[config.mk]
export PLATFORM = sky130hd
export DESIGN_NAME = gos_fifo
export DESIGN_NICKNAME = d
export VERILOG_FILES = /design/src/sv/gos_pkg.sv /design/src/sv/gos_fifo.sv
export VERILOG_INCLUDE_DIRS = /design/src /design/src/sv
export SDC_FILE = /design/constraint.sdc
export NUM_CORES = 1
export LEC_CHECK = 0
export ABC_CLOCK_PERIOD_IN_PS = 2850
export BUFFER_PORTS_ARGS = -buffer_cell sky130_fd_sc_hd__buf_2
export CAP_MARGIN = 10
export CORE_MARGIN = 2
export CORE_UTILIZATION = 60
export DETAILED_ROUTE_END_ITERATION = 7
export PLACE_DENSITY = 0.83
export RECOVER_POWER = 100
export SETUP_SLACK_MARGIN = 0.1
export SLEW_MARGIN = 20
export SYNTH_ARGS = -nofsm -noshare
export SYNTH_HDL_FRONTEND = slang
export SYNTH_SLANG_ARGS = --single-unit
[constraint.sdc]
create_clock -name clk -period 2.85 [get_ports clk]
set_input_delay 0.285 -clock clk [delete_from_list [all_inputs] [get_ports clk]]
set_output_delay 0.285 -clock clk [all_outputs]
set_load 0.03 [all_outputs]
[src/sv/gradient_orientation_score_core_assert.svh]
// ----------------------------------------------------------------------------
// Assertion macros for the gradient orientation score core
// Immediate-consequence and next-cycle checks, sampled on the rising edge.
// ----------------------------------------------------------------------------
`ifndef GRADIENT_ORIENTATION_SCORE_CORE_ASSERT_SVH
`define GRADIENT_ORIENTATION_SCORE_CORE_ASSERT_SVH

// same-cycle implication
`define GOS_ASSERT_IMP(label, clk_s, rst_s, ante, cons) \
  label: assert property (@(posedge clk_s) disable iff (rst_s) (ante) |-> (cons)) \
    else $error("gos assertion failed");

// next-cycle implication
`define GOS_ASSERT_NXT(label, clk_s, rst_s, ante, cons) \
  label: assert property (@(posedge clk_s) disable iff (rst_s) (ante) |=> (cons)) \
    else $error("gos assertion failed");

`endif

[src/sv/gos_pkg.sv]
// ----------------------------------------------------------------------------
// gos_pkg
// Types and constants shared by the gradient orientation score core.
// ----------------------------------------------------------------------------
package gos_pkg;

  localparam int FOLD_W     = 19;   // folded angle, up to 20-bit angles
  localparam int COS_W      = 16;   // |cos| in Q1.15, 0..32768
  localparam int QUO_W      = 16;
  localparam int DIV_STEPS  = 16;
  localparam int FIFO_DEPTH = 4;
  localparam int NPOLY      = 5;
  localparam int CFG_IDX_W  = 8;

  localparam logic [CFG_IDX_W-1:0] CFG_MAG_THRESHOLD = 8'd0;
  localparam logic [CFG_IDX_W-1:0] CFG_OUTSIDE_SCORE = 8'd1;

  localparam logic [30:0] COEF_C1 = 31'd1324675879;
  localparam logic [30:0] COEF_C2 = 31'd272375563;
  localparam logic [30:0] COEF_C3 = 31'd22402089;
  localparam logic [30:0] COEF_C4 = 31'd987048;
  localparam logic [30:0] COEF_C5 = 31'd27060;

  localparam logic [30:0] POLY_COEF [NPOLY-1] = '{COEF_C4, COEF_C3, COEF_C2, COEF_C1};

  localparam logic signed [33:0] ONE_Q30  = 34'sd1073741824;
  localparam logic signed [33:0] RND_HALF = 34'sd16384;
  localparam logic [COS_W-1:0]   COS_ONE  = 16'd32768;

  typedef struct packed {
    logic [15:0] gradient_angle;
    logic [15:0] gradient_magnitude;
    logic [15:0] normal_angle;
    logic        outside_image;
    logic        last_point;
  } gos_in_t;

  typedef struct packed {
    logic signed [16:0] mean_score;
    logic [12:0]        point_count;
  } gos_out_t;

  typedef enum logic [1:0] {
    PT_NONE,
    PT_ALIGN,
    PT_OUTSIDE
  } gos_kind_t;

  typedef struct packed {
    gos_kind_t kind;
    logic      last;
  } gos_tag_t;

  typedef struct packed {
    gos_tag_t          tag;
    logic [FOLD_W-1:0] fold;
  } gos_op_t;

  typedef enum logic [1:0] {
    DIV_IDLE,
    DIV_RUN,
    DIV_HOLD
  } gos_div_state_t;

endpackage

[src/sv/gos_fifo.sv]
// ----------------------------------------------------------------------------
// gos_fifo
// Short queue of classified points between the front and the back.
// ----------------------------------------------------------------------------
`include "gradient_orientation_score_core_assert.svh"

module gos_fifo import gos_pkg::*; (
  input  logic    clk,
  input  logic    rst,
  input  logic    push,
  input  gos_op_t din,
  input  logic    pop,
  output gos_op_t dout,
  output logic    full,
  output logic    empty
);

  localparam int PTR_W  = $clog2(FIFO_DEPTH);
  localparam int FILL_W = $clog2(FIFO_DEPTH + 1);
  localparam logic [PTR_W-1:0] PTR_LAST = PTR_W'(FIFO_DEPTH - 1);

  gos_op_t            q_mem [FIFO_DEPTH];
  logic [PTR_W-1:0]   wr_ptr;
  logic [PTR_W-1:0]   rd_ptr;
  logic [FILL_W-1:0]  fill;

  assign full  = (fill == FILL_W'(FIFO_DEPTH));
  assign empty = (fill == '0);
  assign dout  = q_mem[rd_ptr];

  always_ff @(posedge clk) begin
    if (push) begin
      q_mem[wr_ptr] <= din;
    end
  end

  always_ff @(posedge clk) begin
    if (rst) begin
      wr_ptr <= '0;
      rd_ptr <= '0;
      fill   <= '0;
    end else begin
      if (push) begin
        wr_ptr <= (wr_ptr == PTR_LAST) ? '0 : wr_ptr + 1'b1;
      end
      if (pop) begin
        rd_ptr <= (rd_ptr == PTR_LAST) ? '0 : rd_ptr + 1'b1;
      end
      if (push && !pop) begin
        fill <= fill + 1'b1;
      end else if (pop && !push) begin
        fill <= fill - 1'b1;
      end
    end
  end

  `GOS_ASSERT_IMP(a_fifo_fill_bound, clk, rst, 1'b1, fill <= FILL_W'(FIFO_DEPTH))
  `GOS_ASSERT_IMP(a_fifo_pop_nonempty, clk, rst, pop, fill != '0)
  `GOS_ASSERT_IMP(a_fifo_push_not_full, clk, rst, push, !full)

endmodule

# --- Yosys cells after proc, flatten, opt, wreduce, memory -nomap -nowiden ---
# Memories as Yosys holds them, arrays and structs flattened. A register that Yosys moved wholly into a read port is not among the register bits.
# Index checks and enable logic that the tools add are counted.
totals:
  wordCells: 25
  output_inout_bits: 24
  n_memories: 1
  input_bits: 26
  mem_bits_rw: 88
  register_bits: 7
op_classes:
  n_mux: 8
  n_eq_ne: 3
  n_addsub: 4
  reduce_logical: 6
mem_list:
  columns: ["name", "words", "word_bits", "read_ports", "rd_ports_with_merged_regs", "write_ports", "line", "source"]
  rows:
  - ["q_mem", 4, 22, 1, 1, 1, "gos_fifo.sv:22", "gos_op_t q_mem [FIFO_DEPTH];"]
op_table:
  columns: ["operator", "n"]
  rows:
  - ["2-to-1 mux 2 bit", 4]
  - ["2-to-1 mux 3 bit", 2]
  - ["adder 2 x 1 -> 2 bit (second input constant)", 2]
  - ["equality test 2 bit (second input constant)", 2]
  - ["adder 3 x 1 -> 3 bit (second input constant)", 1]
  - ["equality test 3 bit (second input constant)", 1]
  - ["logical NOT 3 bit", 1]
  - ["subtractor 3 x 1 -> 3 bit (second input constant)", 1]
  - ["logical AND 1 bit", 2]
  - ["logical NOT 1 bit", 2]
  - ["2-to-1 mux 1 bit", 2]
  - ["nonzero test 2 bit", 1]

# --- Logic depth before layout (Yosys ltp) ---
logic_depth:
  ltp_word: 4
  depth_mapped: 7
  ltp_nobuf: 7

# --- Worst setup path after synthesis ---
# OpenSTA, ideal clock, no wires.
synth_timing:
  kind: "input port to flip-flop"
  start: "input port pop"
  end: "register fill[2]"
  required_ps: 2780
  stages: 7
  n_path_buf: 0
  arrival_ps: 1477
  path_slack_ps: 1303
  setup_ps: 70
  cell_sequence: "inv_1 ha_1 inv_1 fa_1 xor2_1 or3_1 a21oi_1"
synth_between:
  elab_chain_cells: 3
  word_cells_on_any_way: 5
  cone_classes: "mux (1); reduce/logical (4)"
synth_lines:
  columns: ["item", "line", "source"]
  rows:
  - ["from (decl)", "gos_fifo.sv:12", "input logic pop,"]
  - ["logical NOT 1 bit", "gos_fifo.sv:49", "if (push && !pop) begin"]
  - ["logical AND 1 bit", "gos_fifo.sv:49", null]
  - ["2-to-1 mux 3 bit or nonzero test 2 bit (tied branches)", null, null]
  - ["to (signal assigned)", "gos_fifo.sv:50", "fill <= fill + 1'b1;"]
  - ["to (signal assigned)", "gos_fifo.sv:52", "fill <= fill - 1'b1;"]
  - ["to (decl)", "gos_fifo.sv:25", "logic [FILL_W-1:0] fill;"]
# Parallel ways exist; a longest one is shown, timed or not.
# A chain may end at the register's enable or synchronous reset.

==> flow_summary.toml <==
[run_status]
status = "finished, final reports clean"

[timing]
clock_skew_ps = 6.83
period_share_pct = 82.5
setup_viol = 0
worst_pin_slew_ps = 1420
maxSlewHeadroom_pct = 5.03
rsz0062_at_grt = "no"
whs_ps = 190
setup_tns_ps = 0
finalCriticalPeriod_ps = 2350
setup_slack_ps = 499
hold_viol = 0
report.final.slew_viol_count = 0
fmax_mhz = 425

[placed_design]
place_area_um2 = 3960
routabilityCongestion = 0.674
place_inst = 283
port_buffers = 49
hpwl_mm = 3.69
place_ws_ps = 869

[finish]
final.fill_count = 391
finish.instance_area_um2 = 4080
diodes = 0
stdcell_count = 299
drive_gt1_share_pct = 16.5
fin_util_pct = 69.3
finalNetCount = 252
areaGrowthSynthToFinish_pct = 12.7

[clock_network]
h-tree-depth = 3
clkLatencyLatePin_ps = 350
cts_buffers = 9
clock-sinks = 97
cts_hold_buf = 0
ctsLongestPathBuffers = 2
cts_root_buf = "clkbuf_8"
ctsResizeCount = 0
cts_setup_buffers = 0
cts_tree = "done"
clk_pin_slew_worst_paths_ps = 80

[power]
p_seq_share_pct = 59.2
cellPowerDensity_nw_per_um2 = 689
p_int_mw = 2.14
p_clk_share_pct = 29.3
fin_total_pwr_mw = 2.81
p_sw_share_pct = 23.8
p_switching_mw = 0.668
combPwrFrac_pct = 11.4
leakage_nw = 1.31
ir_drop_v = 0.000439

[routing]
wl_per_cell_um = 18.3
drc = 0
vias = 1673
ant_nets = 0
wl_mm = 5.46
drtPass1Iterations = 4
drtIter0Drc = 86
viasPerCell = 5.60

[logic_synthesis]
synth_seq_cells = 97
netlist.area_leader.share_pct = 73.0
yosys.cell_types.count = 18
synthArstFlopShare_pct = 0
syn_inst = 158
ys_seq_area_share_pct = 78.0
synth_most_common_cell = "edfxtp_1"
synth_ff_type = "edfxtp_1"
avgSynthCellArea_um2 = 22.9
synth_area_leader_cell = "edfxtp_1"
synth_area_um2 = 3620
synth_area_leaders = "edfxtp_1 73%, mux4_2 12%, dfxtp_1 5.0%, ha_1 2.1%, mux4_1 1.5%"
ys_warn_count = 0
synthTopCellsByCount = "88 x edfxtp_1, 20 x mux4_2, 9 x dfxtp_1"
synthesis.nets = 191
synth_edf_count = 88

[global_route]
grt_pass1_vias = 1734
grt-ovfl-total = 0
grt_usage_pct = 18.1
grt_pass1_wl_mm = 8.29
grt_max_degree = 23
antenna_found_initial = 0

[floorplanning]
die_w_um = 81.7
coreArea_um2 = 5890
rows = 28
ios = 50
chipHeight_um = 81.7
die_area_um2 = 6670
initial_core_util_pct = 61.5

[critical_path]
crit_required_ps = 2570
critPathArrivalTime_ps = 2070
worst_setup_path_end_kind = "primary output"
ff2ff_setup_slack_ps = 590
start_kind = "flip-flop"
crit_type = "flip-flop to primary output"
cp_max_fo = 22

[worst_hold_path]
hp-class = "input pin to flip-flop"

[flow_run]
maxCapViolations = 0
==> state kept, by name, summed over array words and instances, names as in the netlist, named ones only <==
register and cells:
fill 3, q_mem 88, rd_ptr 2, wr_ptr 2
==> layout make-up <==
type	count	area [um2]	area share [%]
Timing Repair Buffer	54	209	5.13
Clock buffer	11	131	3.22
Tap cell	75	93.8	2.30
Inverter	4	15.0	0.368
Sequential cell	97	2820	69.3
Clock inverter	5	55.1	1.35
Multi-Input combinational cell	53	748	18.4
==> power by group through the flow <==
stage	combinational [mW]	clock, mW	sequential [mW]
2_1_floorplan	0.251	0	1.68
3_3_place_gp	0.332	0	1.69
3_5_place_dp	0.345	0	1.70
4_1_cts	0.346	0.838	1.66
5_1_grt	0.349	0.886	1.67
6_report	0.321	0.824	1.66
==> layer usage <==
layer	up-vias	global-route usage (%)	routed length, um	part of all wire (%)
li1	767	-	-	-
met1	853	19.2	2050	38
met2	40	32.5	3010	55
met3	13	5.49	261	4.8
met4	0	9.50	134	2.5
met5	-	0	0	0
==> cell usage in the layout (no fill, tap or decap) <==
| cell | n |
|---|---|
| bufinv_16 | 1 |
| nor3_1 | 1 |
| or3_1 | 1 |
| buf_4 | 1 |
| a21oi_1 | 2 |
| and2_0 | 3 |
| dfxtp_1 | 8 |
| ha_1 | 6 |
| dfxtp_2 | 1 |
| mux4_2 | 20 |
| clkbuf_1 | 53 |
| nor3b_1 | 2 |
| fa_1 | 1 |
| inv_6 | 1 |
| clkbuf_8 | 9 |
| xor2_1 | 2 |
| mux4_1 | 2 |
| inv_1 | 4 |
| buf_2 | 2 |
| clkinv_1 | 1 |
| mux2i_1 | 4 |
| edfxtp_1 | 88 |
| clkinvlp_4 | 1 |
| nor2_1 | 7 |
| o21ai_0 | 1 |
| clkinv_2 | 1 |
| and2_1 | 1 |
==> worst max-delay path, cell delays in order (launching register included) <==
cell	delay [ps]
dfxtp_2	840
mux4_1	640
clkbuf_1	230
==> path summary, 6_finish.rpt <==
kind	startpoint	to	cells after the start
hold / removal	din[21]	q_mem[0][21]$_DFFE_PP_	1
setup / recovery	flip-flop	dout[13]	2
setup reg to reg	wr_ptr[0]$_SDFFE_PP0P_	q_mem[1][8]$_DFFE_PP_	3
hold reg to reg	fill[2]$_SDFFE_PP0P_	fill[2]$_SDFFE_PP0P_	2
==> cells by family (layout without fill, tap and decap cells) <==
group	after synthesis	in the layout	share of synthesized area [%]
AOI/OAI and AO/OA	3	3	0.415
xor gates and xnor gates	2	2	0.484
and+or+nand+nor	15	15	2.14
buffers and inverters	8	74	1.31
DFF	97	97	78.0
muxes	26	26	15.0
adders and majority gates	7	7	2.63
(Power assumes the default switching activity.)
