$ cat src/sv/gradient_orientation_score_core_assert.svh
// ----------------------------------------------------------------------------
// Assertion macros for the gradient orientation score core
// Immediate-consequence and next-cycle checks, sampled on the rising edge.
// ----------------------------------------------------------------------------
`ifndef GRADIENT_ORIENTATION_SCORE_CORE_ASSERT_SVH
`define GRADIENT_ORIENTATION_SCORE_CORE_ASSERT_SVH

// same-cycle implication
`define GOS_ASSERT_IMP(label, clk_s, rst_s, ante, cons) \
  label: assert property (@(posedge clk_s) disable iff (rst_s) (ante) |-> (cons)) \
    else $error("gos assertion failed");

// next-cycle implication
`define GOS_ASSERT_NXT(label, clk_s, rst_s, ante, cons) \
  label: assert property (@(posedge clk_s) disable iff (rst_s) (ante) |=> (cons)) \
    else $error("gos assertion failed");

`endif

$ cat src/sv/gos_pkg.sv
// ----------------------------------------------------------------------------
// gos_pkg
// Types and constants shared by the gradient orientation score core.
// ----------------------------------------------------------------------------
package gos_pkg;

  localparam int FOLD_W     = 19;   // folded angle, up to 20-bit angles
  localparam int COS_W      = 16;   // |cos| in Q1.15, 0..32768
  localparam int QUO_W      = 16;
  localparam int DIV_STEPS  = 16;
  localparam int FIFO_DEPTH = 4;
  localparam int NPOLY      = 5;
  localparam int CFG_IDX_W  = 8;

  localparam logic [CFG_IDX_W-1:0] CFG_MAG_THRESHOLD = 8'd0;
  localparam logic [CFG_IDX_W-1:0] CFG_OUTSIDE_SCORE = 8'd1;

  localparam logic [30:0] COEF_C1 = 31'd1324675879;
  localparam logic [30:0] COEF_C2 = 31'd272375563;
  localparam logic [30:0] COEF_C3 = 31'd22402089;
  localparam logic [30:0] COEF_C4 = 31'd987048;
  localparam logic [30:0] COEF_C5 = 31'd27060;

  localparam logic [30:0] POLY_COEF [NPOLY-1] = '{COEF_C4, COEF_C3, COEF_C2, COEF_C1};

  localparam logic signed [33:0] ONE_Q30  = 34'sd1073741824;
  localparam logic signed [33:0] RND_HALF = 34'sd16384;
  localparam logic [COS_W-1:0]   COS_ONE  = 16'd32768;

  typedef struct packed {
    logic [15:0] gradient_angle;
    logic [15:0] gradient_magnitude;
    logic [15:0] normal_angle;
    logic        outside_image;
    logic        last_point;
  } gos_in_t;

  typedef struct packed {
    logic signed [16:0] mean_score;
    logic [12:0]        point_count;
  } gos_out_t;

  typedef enum logic [1:0] {
    PT_NONE,
    PT_ALIGN,
    PT_OUTSIDE
  } gos_kind_t;

  typedef struct packed {
    gos_kind_t kind;
    logic      last;
  } gos_tag_t;

  typedef struct packed {
    gos_tag_t          tag;
    logic [FOLD_W-1:0] fold;
  } gos_op_t;

  typedef enum logic [1:0] {
    DIV_IDLE,
    DIV_RUN,
    DIV_HOLD
  } gos_div_state_t;

endpackage

$ cat src/sv/gos_front.sv
// ----------------------------------------------------------------------------
// gos_front
// Classifies an incoming point and folds its angle difference into the
// first quadrant.
// ----------------------------------------------------------------------------
module gos_front import gos_pkg::*; #(
  parameter int ANGLE_BITS = 16
) (
  input  gos_in_t     point,
  input  logic [15:0] magnitude_threshold,
  output gos_op_t     op
);

  localparam int XW = (ANGLE_BITS > 16) ? ANGLE_BITS : 16;
  localparam logic [ANGLE_BITS-2:0] QUARTER = (ANGLE_BITS-1)'(1) << (ANGLE_BITS - 2);

  logic [XW-1:0]         ga;
  logic [XW-1:0]         na;
  logic [XW-1:0]         diff;
  logic [ANGLE_BITS-1:0] d;
  logic [ANGLE_BITS-2:0] r;
  logic [ANGLE_BITS-2:0] a;

  always_comb begin
    ga   = XW'(point.gradient_angle);
    na   = XW'(point.normal_angle);
    diff = ga - na;
    d    = diff[ANGLE_BITS-1:0];
    r    = {1'b0, d[ANGLE_BITS-3:0]};
    a    = d[ANGLE_BITS-2] ? (QUARTER - r) : r;
  end

  always_comb begin
    op.fold     = FOLD_W'(a);
    op.tag.last = point.last_point;
    priority if (point.outside_image) begin
      op.tag.kind = PT_OUTSIDE;
    end else if (point.gradient_magnitude > magnitude_threshold) begin
      op.tag.kind = PT_ALIGN;
    end else begin
      op.tag.kind = PT_NONE;
    end
  end

endmodule

$ cat config.mk
export PLATFORM = sky130hd
export DESIGN_NAME = gos_front
export DESIGN_NICKNAME = d
export VERILOG_FILES = /design/src/sv/gradient_orientation_score_core_assert.svh /design/src/sv/gos_pkg.sv /design/src/sv/gos_front.sv
export SDC_FILE = /design/constraint.sdc
export NUM_CORES = 1
export LEC_CHECK = 0
export BUFFER_PORTS_ARGS = -buffer_cell sky130_fd_sc_hd__buf_2
export CAP_MARGIN = 15
export CELL_PAD_IN_SITES_DETAIL_PLACEMENT = 1
export CELL_PAD_IN_SITES_GLOBAL_PLACEMENT = 1
export CORE_UTILIZATION = 30
export DETAILED_ROUTE_END_ITERATION = 7
export PLACE_DENSITY_LB_ADDON = 0.1
export SLEW_MARGIN = 20
export SYNTH_ARGS = -nofsm -noshare
export SYNTH_HDL_FRONTEND = slang
export SYNTH_SLANG_ARGS = --single-unit
export TNS_END_PERCENT = 5
$ cat constraint.sdc
create_clock -name vclk -period 3.1
set_input_delay 0.62 -clock vclk [all_inputs]
set_output_delay 0.62 -clock vclk [all_outputs]
set_load 0.01 [all_outputs]
Yosys cells after proc, flatten, opt, wreduce, memory -nomap -nowiden
Cells that the tools add are included.

storage, ports and cells
  bits in registers = 0
  word-level logic and storage cells = 6
  bits of input ports = 66
  output and inout port bits = 22

cells by class
  mux-type cells = 3
  $lt $le $gt $ge = 1
  add/subtract/negate cells = 2

operators by type and width
  cell                                                 count
  greater-than comparator 16 bit                       1
  two-way mux 15 bit                                   1
  subtractor 15 x 14 -> 15 bit (first input constant)  1
  subtractor 15 bit                                    1
  two-way mux 2 bit                                    1
  two-way mux 1 bit                                    1

Logic depth before layout (Yosys ltp)
Gate-level depths: netlist (run 1).

  depth in word-level cells = 3
  gate-level depth with buffers = 11
  gate-level depth less buffers = 10

Worst setup path after synthesis (run 1)
No wires, ideal clock.

  kind = in2out
  from = input port point[34] in the netlist's numbering
  to = output port op[13] in the netlist's numbering
  data required time = 2480 ps
  setup slack = -213 ps
  data arrival time = 2693 ps
  stages on the path = 10
  cell sequence = inv_1 > ha_1 > fa_1 > nor2b_2 > o2111ai_1 > a31o_1 > o211ai_1 > o2111ai_1 > o31ai_2 > xnor2_1

RTL lines
  what         RTL line         source
  from (decl)  gos_front.sv:9   input gos_in_t point,
  to (decl)    gos_front.sv:11  output gos_op_t op

==> results.ini, run 1 <==
[place]
gp_congestion = 0.798
port_buffers = 80
preCtsSetupSlack_ns = -0.496
hpwl_mm = 4.60

[die]
start_util = 0.312
core_mm2 = 0.00554
ioPinCount = 88
die-area_mm2 = 0.00608
die_y_um = 77.9
std_cell_rows = 27
die-width_um = 77.9

[global_route]
grt_usage = 0.171
grt.busiest_layer = met2
met3_usage = 0.00588
grt-ovfl-total = 0
grtUsageMet1 = 0.202
first_global_vias = 2209
grt_start_max_net_pins = 13
grt_pass1_wl_mm = 8.87
grt_antenna_before_repair = 0
met2_usage = 0.353

[run_status]
violations = setup timing
outcome = finished with violations

[logic_synthesis]
synth_mux_area_frac = 0.00578
synth_largest_area_cell = ha_1
synthTopCellsByArea = ha_1 (22%), inv_1 (7.6%), a21oi_1 (5.2%), xnor2_1 (5.1%), xor2_1 (5.1%)
synth_xor_area_frac = 0.111
syn_inst = 244
synth-warning-count = 0
synth-compound-area-share = 0.275
synth_top_family_by_area = compound AO/OA/AOI/OAI gates
syn-mean-instance-area_um2 = 7.09
yosysMostFrequentCell = inv_1
ys_top_cells_by_count = inv_1 (35), ha_1 (31), a21oi_1 (18)
ys_types = 51
synth-simple-area-share = 0.249
syn_area_mm2 = 0.00173
synthAdderAreaFrac = 0.236
synth_top_area_frac = 0.224
ys_seq_area_frac = 0

[drt]
drc = 0
via_per_inst = 4.93
via_count = 2217
drt_iter0_markers = 16
first_pass_iters = 4
ant_nets = 0
wl_per_cell_um = 12.1
totalWireLength_mm = 5.44

[sta]
fmaxAchievable_ghz = 0.290
setup_violations = 14
period_share = 1.11
slew_viol_final = 0
rsz0062_at_grt = yes
setup_slack_ns = -0.353
min_period_ns = 3.45
finalHoldViolCount = 0

[power]
power.density_mw_per_mm2 = 261
p_leak_uw = 0.00149
power_uw = 719
ir_worst_vdd_mv = 0.0910

[critical_path]
worstSetupPathType = primary input to primary output
cp.arrival_ns = 2.83
cp-end-kind = primary output
worst-path-max-fanout = 5
start_kind = primary input
worstPathRequired_ns = 2.48

[cells_and_area]
seq_area_um2 = 0
drive_above_1_share = 0.466
area_growth_pct = 59.4
antennaDiodeCount = 0
nFlopsAndLatches = 0
nClkBuffers = 0
final_net_count = 478

[job]
cap_viol_max_count = 0

[min_path]
hold_class = primary input to primary output

[cts]
ctsHoldBuffers = 0

stage by stage:
step / utilization / hold WS, ns / instances / area [um^2] / TNS (ns)
after floorplan: - / 1.33 / 247 / 1750 / -1.01
after global placement: 0.472 / 1.24 / 447 / 2610 / -5.57
after detailed placement: 0.472 / 1.24 / 447 / 2610 / -6.41
after CTS: 0.483 / 1.24 / 448 / 2680 / -5.38
after global routing: 0.498 / 1.24 / 450 / 2760 / -5.74
final: 0.498 / 1.24 / 450 / 2760 / -3.87
final cells by class:
class,instances,area (um^2)
repair buffers,142,878
well taps,72,90.1
fillers,756,2780
multi-input cells,201,1660
inverters,35,134
report_power, final:
| part | internal, uW | leakage [uW] | total [uW] | switching, uW |
|---|---|---|---|---|
| clock network | 0 | 0 | 0 | 0 |
| registers | 0 | 0 | 0 | 0 |
| logic | 365 | 0.00149 | 719 | 354 |
| total | 365 | 0.00149 | 719 | 354 |
worst max-delay path, stage by stage:
cell	delay, ns
buf_2	0.10
inv_2	0.06
ha_4	0.20
buf_4	0.16
o211ai_1	0.14
a21oi_2	0.08
or4_4	0.50
a22oi_4	0.24
nand4_2	0.14
or3_4	0.35
nor3_2	0.09
buf_2	0.15
logic make-up (layout without fill, tap and decap cells):
| group | Yosys count | count (layout) |
|---|---|---|
| AOI/OAI and AO/OA | 66 | 66 |
| xor gates and xnor gates | 21 | 21 |
| adders and majority gates | 32 | 32 |
| buffers and inverters | 47 | 177 |
| muxes | 1 | 1 |
| other | 1 | 4 |
| and+or+nand+nor | 76 | 77 |
timing repair:
action / 4_1_cts / 5_1_grt
cloned: 0 / 1
buffers inserted: 1 / 1
gates resized for setup: 11 / 15
pin swaps: 10 / 5
setup endpoints to repair: 14 / 14
layout by cell type (no fill, tap or decap), drive strengths merged, types with 2 or more instances in the layout:
cell type,synthesis,layout
o21ai,13,13
inv,35,35
a21o,6,6
ha,31,31
o211ai,5,5
nand2b,5,5
nor3,9,9
and3,7,8
nand4,4,4
or3,4,4
buf,12,142
o31ai,2,2
nor3b,2,2
nor2,17,17
conb,1,4
a31oi,3,3
a211oi,2,2
a21oi,20,20
xor2,11,11
nor2b,6,6
nand3,8,8
xnor2,10,10
nand2,8,8
o2111ai,3,3
o21a,3,3
metal layers:
layer	up-vias	part of all wire
li1	1130	-
met1	1036	0.44
met2	49	0.51
met3	2	0.041
met4	0	0.0033
met5	-	0
path summary, 6_finish.rpt:
path,startpoint,end,slack (ns),depth (start not counted)
min,point[0],op[19],1.24,0
max,point[6],op[14],-0.35,12
(Power assumes the default switching activity.)
==> run 2: changes to the inputs <==
--- a/config.mk
+++ b/config.mk
@@ -9,10 +9,9 @@
 export CAP_MARGIN = 15
 export CELL_PAD_IN_SITES_DETAIL_PLACEMENT = 1
 export CELL_PAD_IN_SITES_GLOBAL_PLACEMENT = 1
-export CORE_UTILIZATION = 30
+export CORE_UTILIZATION = 33
 export DETAILED_ROUTE_END_ITERATION = 7
 export PLACE_DENSITY_LB_ADDON = 0.1
-export SLEW_MARGIN = 20
 export SYNTH_ARGS = -nofsm -noshare
 export SYNTH_HDL_FRONTEND = slang
 export SYNTH_SLANG_ARGS = --single-unit
==> constraint.sdc (replaced) <==
create_clock -name vclk -period 3.3
set_input_delay 0.66 -clock vclk [all_inputs]
set_output_delay 0.66 -clock vclk [all_outputs]
set_load 0.01 [all_outputs]
==> run 2 against run 1 <==
  * The run still ends with setup timing left
  * Die area down 8.9%
  * Sequential share of layout area unchanged
  * Core utilization up 6.7 points
  * Global-route usage up 3.3 points
  * Combinational power down 3.9%
  * Worst hold slack better by 0.080 ns
  * Total power down 3.9%
  * Count of clock-buffer cells in the layout unchanged
  * Routed wire length up 6.8%
  * Critical endpoint is now op[11]
  * Highest routed layer unchanged
==> results.ini, run 2 (same netlist as run 1, synthesis figures left out) <==
[run_status]
outcome = finished with violations
violations = setup timing

[drt]
drc = 0
ant_nets = 0
totalWireLength_mm = 5.81
drt_iter0_markers = 28
via_count = 2215
via_per_inst = 5.02
first_pass_iters = 4
wl_per_cell_um = 13.2

[critical_path]
start_kind = primary input
worstPathRequired_ns = 2.64
cp-startpoint = point[2]
worstSetupPathType = primary input to primary output
cp-end-kind = primary output
cp.arrival_ns = 2.91
worst-path-max-fanout = 4

[die]
die-area_mm2 = 0.00554
core_mm2 = 0.00488
std_cell_rows = 25
start_util = 0.355
die-width_um = 74.4
die_y_um = 74.4
ioPinCount = 88

[cells_and_area]
nFlopsAndLatches = 0
antennaDiodeCount = 0
fin_util = 0.564
final_net_count = 474
seq_area_um2 = 0
mostFrequentLayoutCell = buf_2
area_growth_pct = 59.1
fillers = 662
nClkBuffers = 0
design_area_mm2 = 0.00275
fin_cells = 441
drive_above_1_share = 0.473
layout_common_cells = buf_2 (79), buf_4 (56), inv_1 (32)

[sta]
setup_slack_ns = -0.266
slew_headroom = 0.651
fmaxAchievable_ghz = 0.280
rsz0062_at_grt = yes
setup_violations = 14
period_share = 1.08
hold_ws_ns = 1.32
min_period_ns = 3.57
worstMarginPinSlew_ns = 0.523
slew_viol_final = 0
finalHoldViolCount = 0

[job]
cap_viol_max_count = 0

[power]
power.density_mw_per_mm2 = 251
p_leak_uw = 0.00147
ir_worst_vdd_mv = 0.111

[global_route]
first_global_vias = 2241
grt_antenna_before_repair = 0
grt-ovfl-total = 0
grt_start_max_net_pins = 13
grt_pass1_wl_mm = 9.23
grt_usage = 0.204

[min_path]
hold_class = primary input to primary output
min_from = point[0]

[place]
dp.cells = 437
preCtsSetupSlack_ns = -0.407
gp_congestion = 0.789
dpl_cell_area_mm2 = 0.00257
hpwl_mm = 4.89
port_buffers = 80

==> run 2: layout make-up <==
type                       instances  area (um^2)  area share
multi-input combinational        201         1690       0.612
timing repair buffer             138          850       0.308
inverter                          35          134      0.0486
tap                               67         83.8      0.0304
==> run 2: power by group <==
group          switching [uW]  total [uW]  leakage (uW)  internal (uW)
sequential                  0           0             0              0
clock                       0           0             0              0
combinational             345         691       0.00147            346
==> run 2: metrics by stage <==
| stage | setup TNS, ns | power [uW] |
|---|---|---|
| after CTS | -3.10 | 655 |
| after global placement | -4.40 | 619 |
| after floorplan | -0.213 | 366 |
| after detailed placement | -4.88 | 638 |
| final | -2.42 | 691 |
| after global routing | -3.89 | 762 |
==> run 2: timing repair <==
| action | in CTS | in global routing |
|---|---|---|
| gates cloned | 0 | 1 |
| setup endpoints to repair | 14 | 14 |
| pin swaps | 6 | 13 |
| resized for setup | 11 | 24 |
| buffers inserted | 1 | 2 |
| hold buffers | 0 | 0 |
| endpoints found under the hold margin | 0 | 0 |
==> run 2: worst max-delay path, cell delays in order <==
cell     delay (ns)
buf_2          0.12
ha_4           0.16
fa_2           0.37
nor2b_4        0.15
buf_6          0.10
o22a_1         0.17
xor2_2         0.27
nor3b_2        0.08
buf_4          0.15
and3_2         0.20
a31oi_1        0.19
xnor2_1        0.13
buf_2          0.15
==> run 2: path summary, 6_finish.rpt <==
check             cells past startpoint      to  slack (ns)
setup / recovery                     13  op[11]       -0.27
hold / removal                        0  op[19]        1.32
==> run 2: metal layers <==
metal,global-route usage,wire length [um]
met1,0.234,2350
met3,0.0108,268
met4,0.0231,14
met5,0,0
met2,0.416,3170
