===== src/sv/gradient_orientation_score_core_assert.svh =====
// ----------------------------------------------------------------------------
// Assertion macros for the gradient orientation score core
// Immediate-consequence and next-cycle checks, sampled on the rising edge.
// ----------------------------------------------------------------------------
`ifndef GRADIENT_ORIENTATION_SCORE_CORE_ASSERT_SVH
`define GRADIENT_ORIENTATION_SCORE_CORE_ASSERT_SVH

// same-cycle implication
`define GOS_ASSERT_IMP(label, clk_s, rst_s, ante, cons) \
  label: assert property (@(posedge clk_s) disable iff (rst_s) (ante) |-> (cons)) \
    else $error("gos assertion failed");

// next-cycle implication
`define GOS_ASSERT_NXT(label, clk_s, rst_s, ante, cons) \
  label: assert property (@(posedge clk_s) disable iff (rst_s) (ante) |=> (cons)) \
    else $error("gos assertion failed");

`endif


===== src/sv/gos_pkg.sv =====
// ----------------------------------------------------------------------------
// gos_pkg
// Types and constants shared by the gradient orientation score core.
// ----------------------------------------------------------------------------
package gos_pkg;

  localparam int FOLD_W     = 19;   // folded angle, up to 20-bit angles
  localparam int COS_W      = 16;   // |cos| in Q1.15, 0..32768
  localparam int QUO_W      = 16;
  localparam int DIV_STEPS  = 16;
  localparam int FIFO_DEPTH = 4;
  localparam int NPOLY      = 5;
  localparam int CFG_IDX_W  = 8;

  localparam logic [CFG_IDX_W-1:0] CFG_MAG_THRESHOLD = 8'd0;
  localparam logic [CFG_IDX_W-1:0] CFG_OUTSIDE_SCORE = 8'd1;

  localparam logic [30:0] COEF_C1 = 31'd1324675879;
  localparam logic [30:0] COEF_C2 = 31'd272375563;
  localparam logic [30:0] COEF_C3 = 31'd22402089;
  localparam logic [30:0] COEF_C4 = 31'd987048;
  localparam logic [30:0] COEF_C5 = 31'd27060;

  localparam logic [30:0] POLY_COEF [NPOLY-1] = '{COEF_C4, COEF_C3, COEF_C2, COEF_C1};

  localparam logic signed [33:0] ONE_Q30  = 34'sd1073741824;
  localparam logic signed [33:0] RND_HALF = 34'sd16384;
  localparam logic [COS_W-1:0]   COS_ONE  = 16'd32768;

  typedef struct packed {
    logic [15:0] gradient_angle;
    logic [15:0] gradient_magnitude;
    logic [15:0] normal_angle;
    logic        outside_image;
    logic        last_point;
  } gos_in_t;

  typedef struct packed {
    logic signed [16:0] mean_score;
    logic [12:0]        point_count;
  } gos_out_t;

  typedef enum logic [1:0] {
    PT_NONE,
    PT_ALIGN,
    PT_OUTSIDE
  } gos_kind_t;

  typedef struct packed {
    gos_kind_t kind;
    logic      last;
  } gos_tag_t;

  typedef struct packed {
    gos_tag_t          tag;
    logic [FOLD_W-1:0] fold;
  } gos_op_t;

  typedef enum logic [1:0] {
    DIV_IDLE,
    DIV_RUN,
    DIV_HOLD
  } gos_div_state_t;

endpackage


===== src/sv/gos_accum.sv =====
// ----------------------------------------------------------------------------
// gos_accum
// Score accumulation, point counting and the rounded mean divider.
// ----------------------------------------------------------------------------
`include "gradient_orientation_score_core_assert.svh"

module gos_accum import gos_pkg::*; #(
  parameter int MAX_POINTS = 4096
) (
  input  logic               clk,
  input  logic               rst,
  input  logic signed [15:0] outside_point_score,
  input  logic               in_valid,
  input  gos_tag_t           in_tag,
  input  logic [COS_W-1:0]   in_cos,
  output logic               in_ready,
  output logic               score_valid,
  input  logic               score_ready,
  output gos_out_t           score
);

  localparam int CNT_W  = $clog2(MAX_POINTS + 1);
  localparam int SUM_W  = CNT_W + 16;
  localparam int RW     = CNT_W + 17;
  localparam int STEP_W = $clog2(DIV_STEPS);
  localparam int CXW    = (CNT_W > 13) ? CNT_W : 13;

  logic signed [SUM_W-1:0] sum;
  logic signed [SUM_W-1:0] sum_next;
  logic [CNT_W-1:0]        cnt;
  logic [CNT_W-1:0]        cnt_next;

  gos_div_state_t          div_state;
  gos_div_state_t          div_state_next;
  logic [RW-1:0]           rem;
  logic [RW-1:0]           dsh;
  logic [QUO_W-1:0]        quo;
  logic [STEP_W-1:0]       step;
  logic                    neg;
  logic [CNT_W-1:0]        cnt_hold;

  logic                    take;
  logic                    load;
  logic                    room;
  logic signed [SUM_W-1:0] addend;
  logic signed [SUM_W-1:0] sum_acc;
  logic [CNT_W-1:0]        cnt_acc;
  logic [SUM_W-1:0]        mag;
  logic [RW-1:0]           rem_init;
  logic [RW-1:0]           dsh_init;
  logic                    ge;
  logic                    div_shift;
  logic                    res_load;
  logic [QUO_W:0]          quo_ext;
  logic [CXW-1:0]          cnt_ext;

  assign in_ready = !in_tag.last || (div_state == DIV_IDLE);
  assign take     = in_valid && in_ready;
  assign load     = take && in_tag.last;
  assign room     = cnt < CNT_W'(MAX_POINTS);

  always_comb begin
    unique case (in_tag.kind)
      PT_OUTSIDE: addend = {{(SUM_W-16){outside_point_score[15]}}, outside_point_score};
      PT_ALIGN:   addend = $signed({{(SUM_W-COS_W){1'b0}}, in_cos});
      default:    addend = '0;
    endcase
  end

  always_comb begin
    sum_acc  = room ? (sum + addend) : sum;
    cnt_acc  = room ? (cnt + 1'b1) : cnt;
    sum_next = sum;
    cnt_next = cnt;
    if (take) begin
      sum_next = in_tag.last ? '0 : sum_acc;
      cnt_next = in_tag.last ? '0 : cnt_acc;
    end
    mag      = sum_acc[SUM_W-1] ? SUM_W'(-sum_acc) : SUM_W'(sum_acc);
    rem_init = (RW'(mag) << 1) + RW'(cnt_acc);
    dsh_init = RW'(cnt_acc) << DIV_STEPS;
    ge       = (rem >= dsh);
  end

  always_comb begin
    div_state_next = div_state;
    unique case (div_state)
      DIV_IDLE: if (load) div_state_next = DIV_RUN;
      DIV_RUN:  if (step == '0) div_state_next = DIV_HOLD;
      DIV_HOLD: if (!score_valid || score_ready) div_state_next = DIV_IDLE;
      default:  div_state_next = DIV_IDLE;
    endcase
  end

  always_comb begin
    div_shift = 1'b0;
    res_load  = 1'b0;
    unique case (div_state)
      DIV_RUN:  div_shift = 1'b1;
      DIV_HOLD: res_load  = !score_valid || score_ready;
      default: begin
        div_shift = 1'b0;
        res_load  = 1'b0;
      end
    endcase
  end

  always_ff @(posedge clk) begin
    if (rst) begin
      sum         <= '0;
      cnt         <= '0;
      div_state   <= DIV_IDLE;
      score_valid <= 1'b0;
    end else begin
      sum       <= sum_next;
      cnt       <= cnt_next;
      div_state <= div_state_next;
      if (res_load) begin
        score_valid <= 1'b1;
      end else if (score_ready) begin
        score_valid <= 1'b0;
      end
    end
  end

  always_ff @(posedge clk) begin
    if (load) begin
      rem      <= rem_init;
      dsh      <= dsh_init;
      quo      <= '0;
      step     <= STEP_W'(DIV_STEPS - 1);
      neg      <= sum_acc[SUM_W-1];
      cnt_hold <= cnt_acc;
    end else if (div_shift) begin
      if (ge) begin
        rem <= rem - dsh;
      end
      quo  <= {quo[QUO_W-2:0], ge};
      dsh  <= dsh >> 1;
      step <= step - 1'b1;
    end
  end

  assign quo_ext = {1'b0, quo};
  assign cnt_ext = CXW'(cnt_hold);

  always_ff @(posedge clk) begin
    if (res_load) begin
      score.mean_score  <= neg ? $signed(-quo_ext) : $signed(quo_ext);
      score.point_count <= cnt_ext[12:0];
    end
  end

  `GOS_ASSERT_IMP(a_last_only_when_idle, clk, rst, load, div_state == DIV_IDLE)
  `GOS_ASSERT_NXT(a_hold_while_blocked, clk, rst,
                  div_state == DIV_HOLD && score_valid && !score_ready,
                  div_state == DIV_HOLD)
  `GOS_ASSERT_IMP(a_count_bound, clk, rst, 1'b1, cnt <= CNT_W'(MAX_POINTS))

endmodule


===== config.mk =====
export PLATFORM = sky130hd
export DESIGN_NAME = gos_accum
export DESIGN_NICKNAME = d
export VERILOG_FILES = /design/src/sv/gos_pkg.sv /design/src/sv/gos_accum.sv
export VERILOG_INCLUDE_DIRS = /design/src /design/src/sv
export SDC_FILE = /design/constraint.sdc
export NUM_CORES = 1
export LEC_CHECK = 0
export ABC_CLOCK_PERIOD_IN_PS = 7900
export BUFFER_PORTS_ARGS = -buffer_cell sky130_fd_sc_hd__buf_2
export CAP_MARGIN = 0
export CORE_MARGIN = 5
export CORE_UTILIZATION = 41
export DETAILED_ROUTE_END_ITERATION = 6
export MAX_ROUTING_LAYER = met4
export PLACE_DENSITY = 0.58
export RECOVER_POWER = 25
export SETUP_SLACK_MARGIN = 0.02
export SLEW_MARGIN = 20
export SYNTH_ARGS = -nofsm -noshare
export SYNTH_HDL_FRONTEND = slang
export SYNTH_SLANG_ARGS = --single-unit
export TNS_END_PERCENT = 5

===== constraint.sdc =====
create_clock -name clk -period 7.9 [get_ports clk]
set_clock_uncertainty 0.15 [all_clocks]
set_input_delay 0.395 -clock clk [delete_from_list [all_inputs] [get_ports clk]]
set_output_delay 0.395 -clock clk [all_outputs]
set_load 0.01 [all_outputs]

# Word-level counts from Yosys, hierarchy flattened
# Cells that the tools add are included.
[totals]
regBits = 168
inputBits = 39
out_inout_bits = 32
wordCells = 63
[op_classes]
n_addsub = 7
magnitude_cmp = 2
n_eq_ne = 7
mux = 20
n_reduce_logical = 13
[ops]
columns = ["op", "n"]
rows = [
  ["$mux W29", 5],
  ["$mux W30", 3],
  ["$pmux W29 S2", 1],
  ["$add A30 B13 Y30", 1],
  ["$ge A30 B29 Y1", 1],
  ["$sub A30 B29 Y30", 1],
  ["$add A29 B29 Y29", 1],
  ["$neg A29 Y29", 1],
  ["$mux W13", 2],
  ["$neg A16 Y17", 1],
  ["$mux W16", 1],
  ["$add A13 B1 Y13 const B", 1],
  ["$lt A13 B13 Y1 const B", 1],
  ["$mux W2", 3],
  ["$ne A2 B2 Y1 const B", 3],
  ["$pmux W2 S3", 1],
  ["$reduce_bool A2 Y1", 3],
  ["$eq A2 B1 Y1 const B", 2],
  ["$eq A2 B2 Y1 const B", 2],
  ["$logic_not A4 Y1", 1],
  ["$mux W1", 4],
  ["$sub A4 B1 Y4 const B", 1],
  ["$reduce_and A3 Y1", 1],
  ["$logic_and A1 B1 Y1", 2],
  ["4 further kinds", 6],
]

# Depth between registers and ports, before layout
[depth]
word_depth = 8
ltp_mapped = 35

# Least setup slack after synthesis
# No wires, ideal clock.
[synth_path]
path_kind = "input port to flip-flop"
start = "input port in_tag[1] in the netlist's numbering"
end = "register rem[27], data pin"
setup_time_ns = 0.268
t_arrival_ns = 6.706
required_ns = 7.482
slack_ns = 0.776
stages = 34
n_path_buf = 5
path_cell_list = "inv_1 -> ha_1 -> clkbuf_1 -> a22oi_1 -> nor2_1 -> ha_1 -> fa_1 -> a211oi_2 -> o21bai_2 -> a2111oi_2 -> o21ai_0 -> a41oi_1 -> o211ai_1 -> inv_2 -> buf_2 -> clkbuf_1 -> clkbuf_1 -> a21o_1 -> inv_1 -> fa_1 -> nor2b_1 -> o21a_1 -> o21ai_0 -> nand2b_1 -> and3_1 -> o2111ai_1 -> a31oi_1 -> nand3_1 -> nor4_2 -> and2_1 -> buf_2 -> nor3b_1 -> xor2_1 -> mux2i_1"
[synth_rtl]
columns = ["element", "line_no", "rtl"]
rows = [
  ["from (decl)", "gos_accum.sv:14", "input gos_tag_t in_tag,"],
  ["$eq A2 B1 Y1 / $eq A2 B2 Y1 (equally long branches)", "gos_accum.sv:63", "unique case (in_tag.kind)"],
  ["$pmux W29 S2 (*)", "gos_accum.sv:63", ""],
  ["$add A29 B29 Y29 (*)", "gos_accum.sv:71", "sum_acc = room ? (sum + addend) : sum;"],
  ["$mux W29 (*)", "gos_accum.sv:71", ""],
  ["net sum_acc[28]", "gos_accum.sv:46", "logic signed [SUM_W-1:0] sum_acc;"],
  ["$mux W29 (*)", "gos_accum.sv:79", "mag = sum_acc[SUM_W-1] ? SUM_W'(-sum_acc) : SUM_W'(sum_acc);"],
  ["$add A30 B13 Y30 (*)", "gos_accum.sv:80", "rem_init = (RW'(mag) << 1) + RW'(cnt_acc);"],
  ["$mux W30 (*)", "gos_accum.sv:127", "if (load) begin"],
  ["to (signal assigned)", "gos_accum.sv:128", "rem <= rem_init;"],
  ["to (signal assigned)", "gos_accum.sv:136", "rem <= rem - dsh;"],
  ["to (decl)", "gos_accum.sv:35", "logic [RW-1:0] rem;"],
]
# The timed path passes the listed nets; every way through them passes the cells marked *.
# A chain may end at the register's enable or synchronous reset.

# Worst setup path after layout
[layout_path]
start = "input port in_tag[1] in the netlist's numbering"
end = "register rem[27], data pin"
[layout_via]
elab_chain_cells = 8
[layout_rtl]
columns = ["element", "line_no"]
rows = [
  ["$eq A2 B1 Y1 / $eq A2 B2 Y1 (equally long branches)", "gos_accum.sv:63"],
  ["$pmux W29 S2 (*)", "gos_accum.sv:63"],
  ["$add A29 B29 Y29 (*)", "gos_accum.sv:71"],
  ["$mux W29 (*)", "gos_accum.sv:71"],
  ["$neg A29 Y29", "gos_accum.sv:79"],
  ["$mux W29 (*)", "gos_accum.sv:79"],
  ["$add A30 B13 Y30 (*)", "gos_accum.sv:80"],
  ["$mux W30 (*)", "gos_accum.sv:127"],
]
# Every way passes the cells marked *; elsewhere a longest branch is shown, timed or not.

==> impl_metrics.env <==
export IMPL_outcome="complete, but fails checks"
export IMPL_failed_checks="capacitance limit, slew limit"
export IMPL_max_slew_margin=-0.0315
export IMPL_portBuffers=70
export IMPL_crit_arrival_ps=6920
export IMPL_route_detailed_drc=0
export IMPL_firstDrtPassIters=5
export IMPL_hold_viol_final=0
export IMPL_cts_buffer_depth=2
export IMPL_h_tree_depth=4
export IMPL_cp_end_kind="flip-flop"
export IMPL_std_cell_rows=62
export IMPL_syn_area_sq_mm=0.0118
export IMPL_die_h_um=180
export IMPL_yosys_warnings=0
export IMPL_drive_above_1_share=0.0842
export IMPL_timing_worst_slew_pin_value_ps=1550
export IMPL_ant_nets=0
export IMPL_layout_nets=1565
export IMPL_vias_per_cell=5.68
export IMPL_wl_per_cell_um=18.3
export IMPL_pin_count=71
export IMPL_critPathRequiredTime_ps=7910
export IMPL_ys_flop_type="edfxtp_1"
export IMPL_placedInstanceArea_sq_mm=0.0126
export IMPL_hold_class="input port to flip-flop"
export IMPL_drt_initial_drc_count=776
export IMPL_clk_latency_ps=440
export IMPL_slowest_stage="a2111oi_2"
export IMPL_yosysSeqAreaShare=0.358
export IMPL_worstPathMaxFanout=16
export IMPL_fin_crit_sh=0.875
export IMPL_max_freq_mhz=145
export IMPL_via_count=10500
export IMPL_cts_root_buf="clkbuf_16"
export IMPL_hold_buffers=0
export IMPL_cp_start_kind="input port"
export IMPL_fp_coreArea_sq_mm=0.0286
export IMPL_synth_seq_cells=168
export IMPL_synthToLayoutAreaGrowth_pct=10.8
export IMPL_finalSetupTns_ps=0
export IMPL_finish_instance_area_sq_mm=0.0131
export IMPL_grt_pass1_vias=10000
export IMPL_finalWeightedCongestion=0.931
export IMPL_synthCells=1407
export IMPL_synth_edf_count=87
export IMPL_drt_total_wl_mm=33.8
export IMPL_slew_viol_final=31
export IMPL_setup_worst_path_class="input port to flip-flop"
export IMPL_grt_usage=0.211
export IMPL_fill_cells=2824
export IMPL_power_density_mw_per_mm2=205
export IMPL_p_leak_nw=4.99
export IMPL_numCtsBuffers=17
export IMPL_grt_pass1_wl_mm=54.1
export IMPL_synth_cell_type_count=76
export IMPL_setup_viol=0
export IMPL_fin_crit_ps=6910
export IMPL_avgSynthCellArea_sq_um=8.41
export IMPL_synthArstFlopShare=0
export IMPL_grt_max_degree=71
export IMPL_postCtsSetupBuffers=0
export IMPL_antenna_found_initial=1
export IMPL_cts_tree="yes"
export IMPL_cap_violations=1
export IMPL_cp_slowest_stage_delay_ps=540
export IMPL_path_clk_slew_ps=70
export IMPL_mappedNetlistNets=1524
export IMPL_place_hpwl_mm=25.2
export IMPL_dieArea_sq_mm=0.0324
export IMPL_ir_drop_v=0.000128
export IMPL_rsz0062_at_grt="false"
export IMPL_grt_overflow=0
export IMPL_n_antenna_cell=0
export IMPL_die_w_um=180
export IMPL_initial_core_util=0.413
export IMPL_cts_repair_resized=0
export IMPL_clock_sinks=168
[area by class of cell]
cell class,instances,area [sq um],area share
multi-input cells,1103,7100,0.541
flip-flops and latches,168,4240,0.323
well taps,384,480,0.0366
repair buffers,89,450,0.0343
clock buffers,19,433,0.0330
inverters,69,259,0.0197
clock inverters,13,158,0.0120
[state kept, by name, summed over array words and instances, names as in the netlist]
register and cells:
rem 30, score 30, dsh 29, sum 29, quo 16, cnt 13, cnt_ext 13, step 4
div_state 2, neg 1, score_valid 1
[layout by cell type (no fill, tap or decap), drive strengths merged, types with 31 or more instances in the layout]
cell,n
a22oi,47
ha,75
inv,77
xor2,34
clkbuf,51
dfxtp,81
a21oi,118
o21ai,84
nand2,171
xnor2,68
nor2,140
buf,57
nor3,31
edfxtp,87
[cells in the mapped netlist, drive strengths merged, types with 13 or more instances]
master	n	area (sq um)
nor3	31	155
clkbuf	57	215
nand2b	15	93.8
inv	68	255
a22oi	47	353
nor2	140	526
ha	75	938
a211oi	13	108
dfxtp	81	1620
o31ai	24	180
a21oi	118	594
a21o	26	195
nand3	19	95.1
o21ai	84	420
nand2	171	642
a31oi	17	106
xnor2	68	596
o21bai	15	116
and2	13	81.3
edfxtp	87	2610
nand4	14	87.6
xor2	34	298
[per-layer routing]
layer / up-vias / part of all wire / track usage
met3: 38 / 0.045 / 0.0222
met5: - / 0 / -
met4: 0 / 0.019 / 0.0552
li1: 5194 / - / -
met2: 280 / 0.46 / 0.336
met1: 4959 / 0.47 / 0.289
[critical path: cells and delay by family]
family          cells  cell delay, ps
xor+xnor            1             180
fa+ha+maj           4            1420
simple gates        8            1610
buf+inv             3             370
compound gates     12            2860
mux                 1              90
[kinds of logic (layout without fill, tap and decap cells)]
family,after synthesis,in the layout,synth area share
and+or+nand+nor,488,488,0.194
AOI/OAI and AO/OA,422,422,0.233
DFF,168,168,0.358
buffers and inverters,136,190,0.0437
xor gates and xnor gates,102,102,0.0755
adders and majority gates,78,78,0.0844
muxes,13,13,0.0115
[stage by stage]
stage	cells	hold WS (ps)	utilization	power, mW	setup slack (ps)
finish	1845	130	0.458	2.69	989
global route	1845	163	0.458	2.85	308
CTS	1845	120	0.460	2.70	1000
detailed placement	1813	258	0.439	1.82	550
global placement	1813	255	0.439	1.82	691
floorplan	1407	250	-	1.63	776
[worst paths after layout]
check        slack (ps)                       end            startpoint  depth (start not counted)
max                 990         rem[27]$_DFFE_PP_             in_tag[1]                         29
min                 130  score_valid$_SDFFE_PP0P_           score_ready                          3
max reg2reg        1310         rem[27]$_DFFE_PP_   sum[0]$_SDFFE_PP0P_                         25
min reg2reg         270        score[0]$_DFFE_PP_  cnt_ext[0]$_DFFE_PP_                          0
[power breakdown]
part | switching (mW) | internal (mW)
combinational | 0.467 | 0.306
sequential | 0.0328 | 1.01
clock | 0.402 | 0.478
total | 0.902 | 1.79
(Power assumes the default switching activity.)
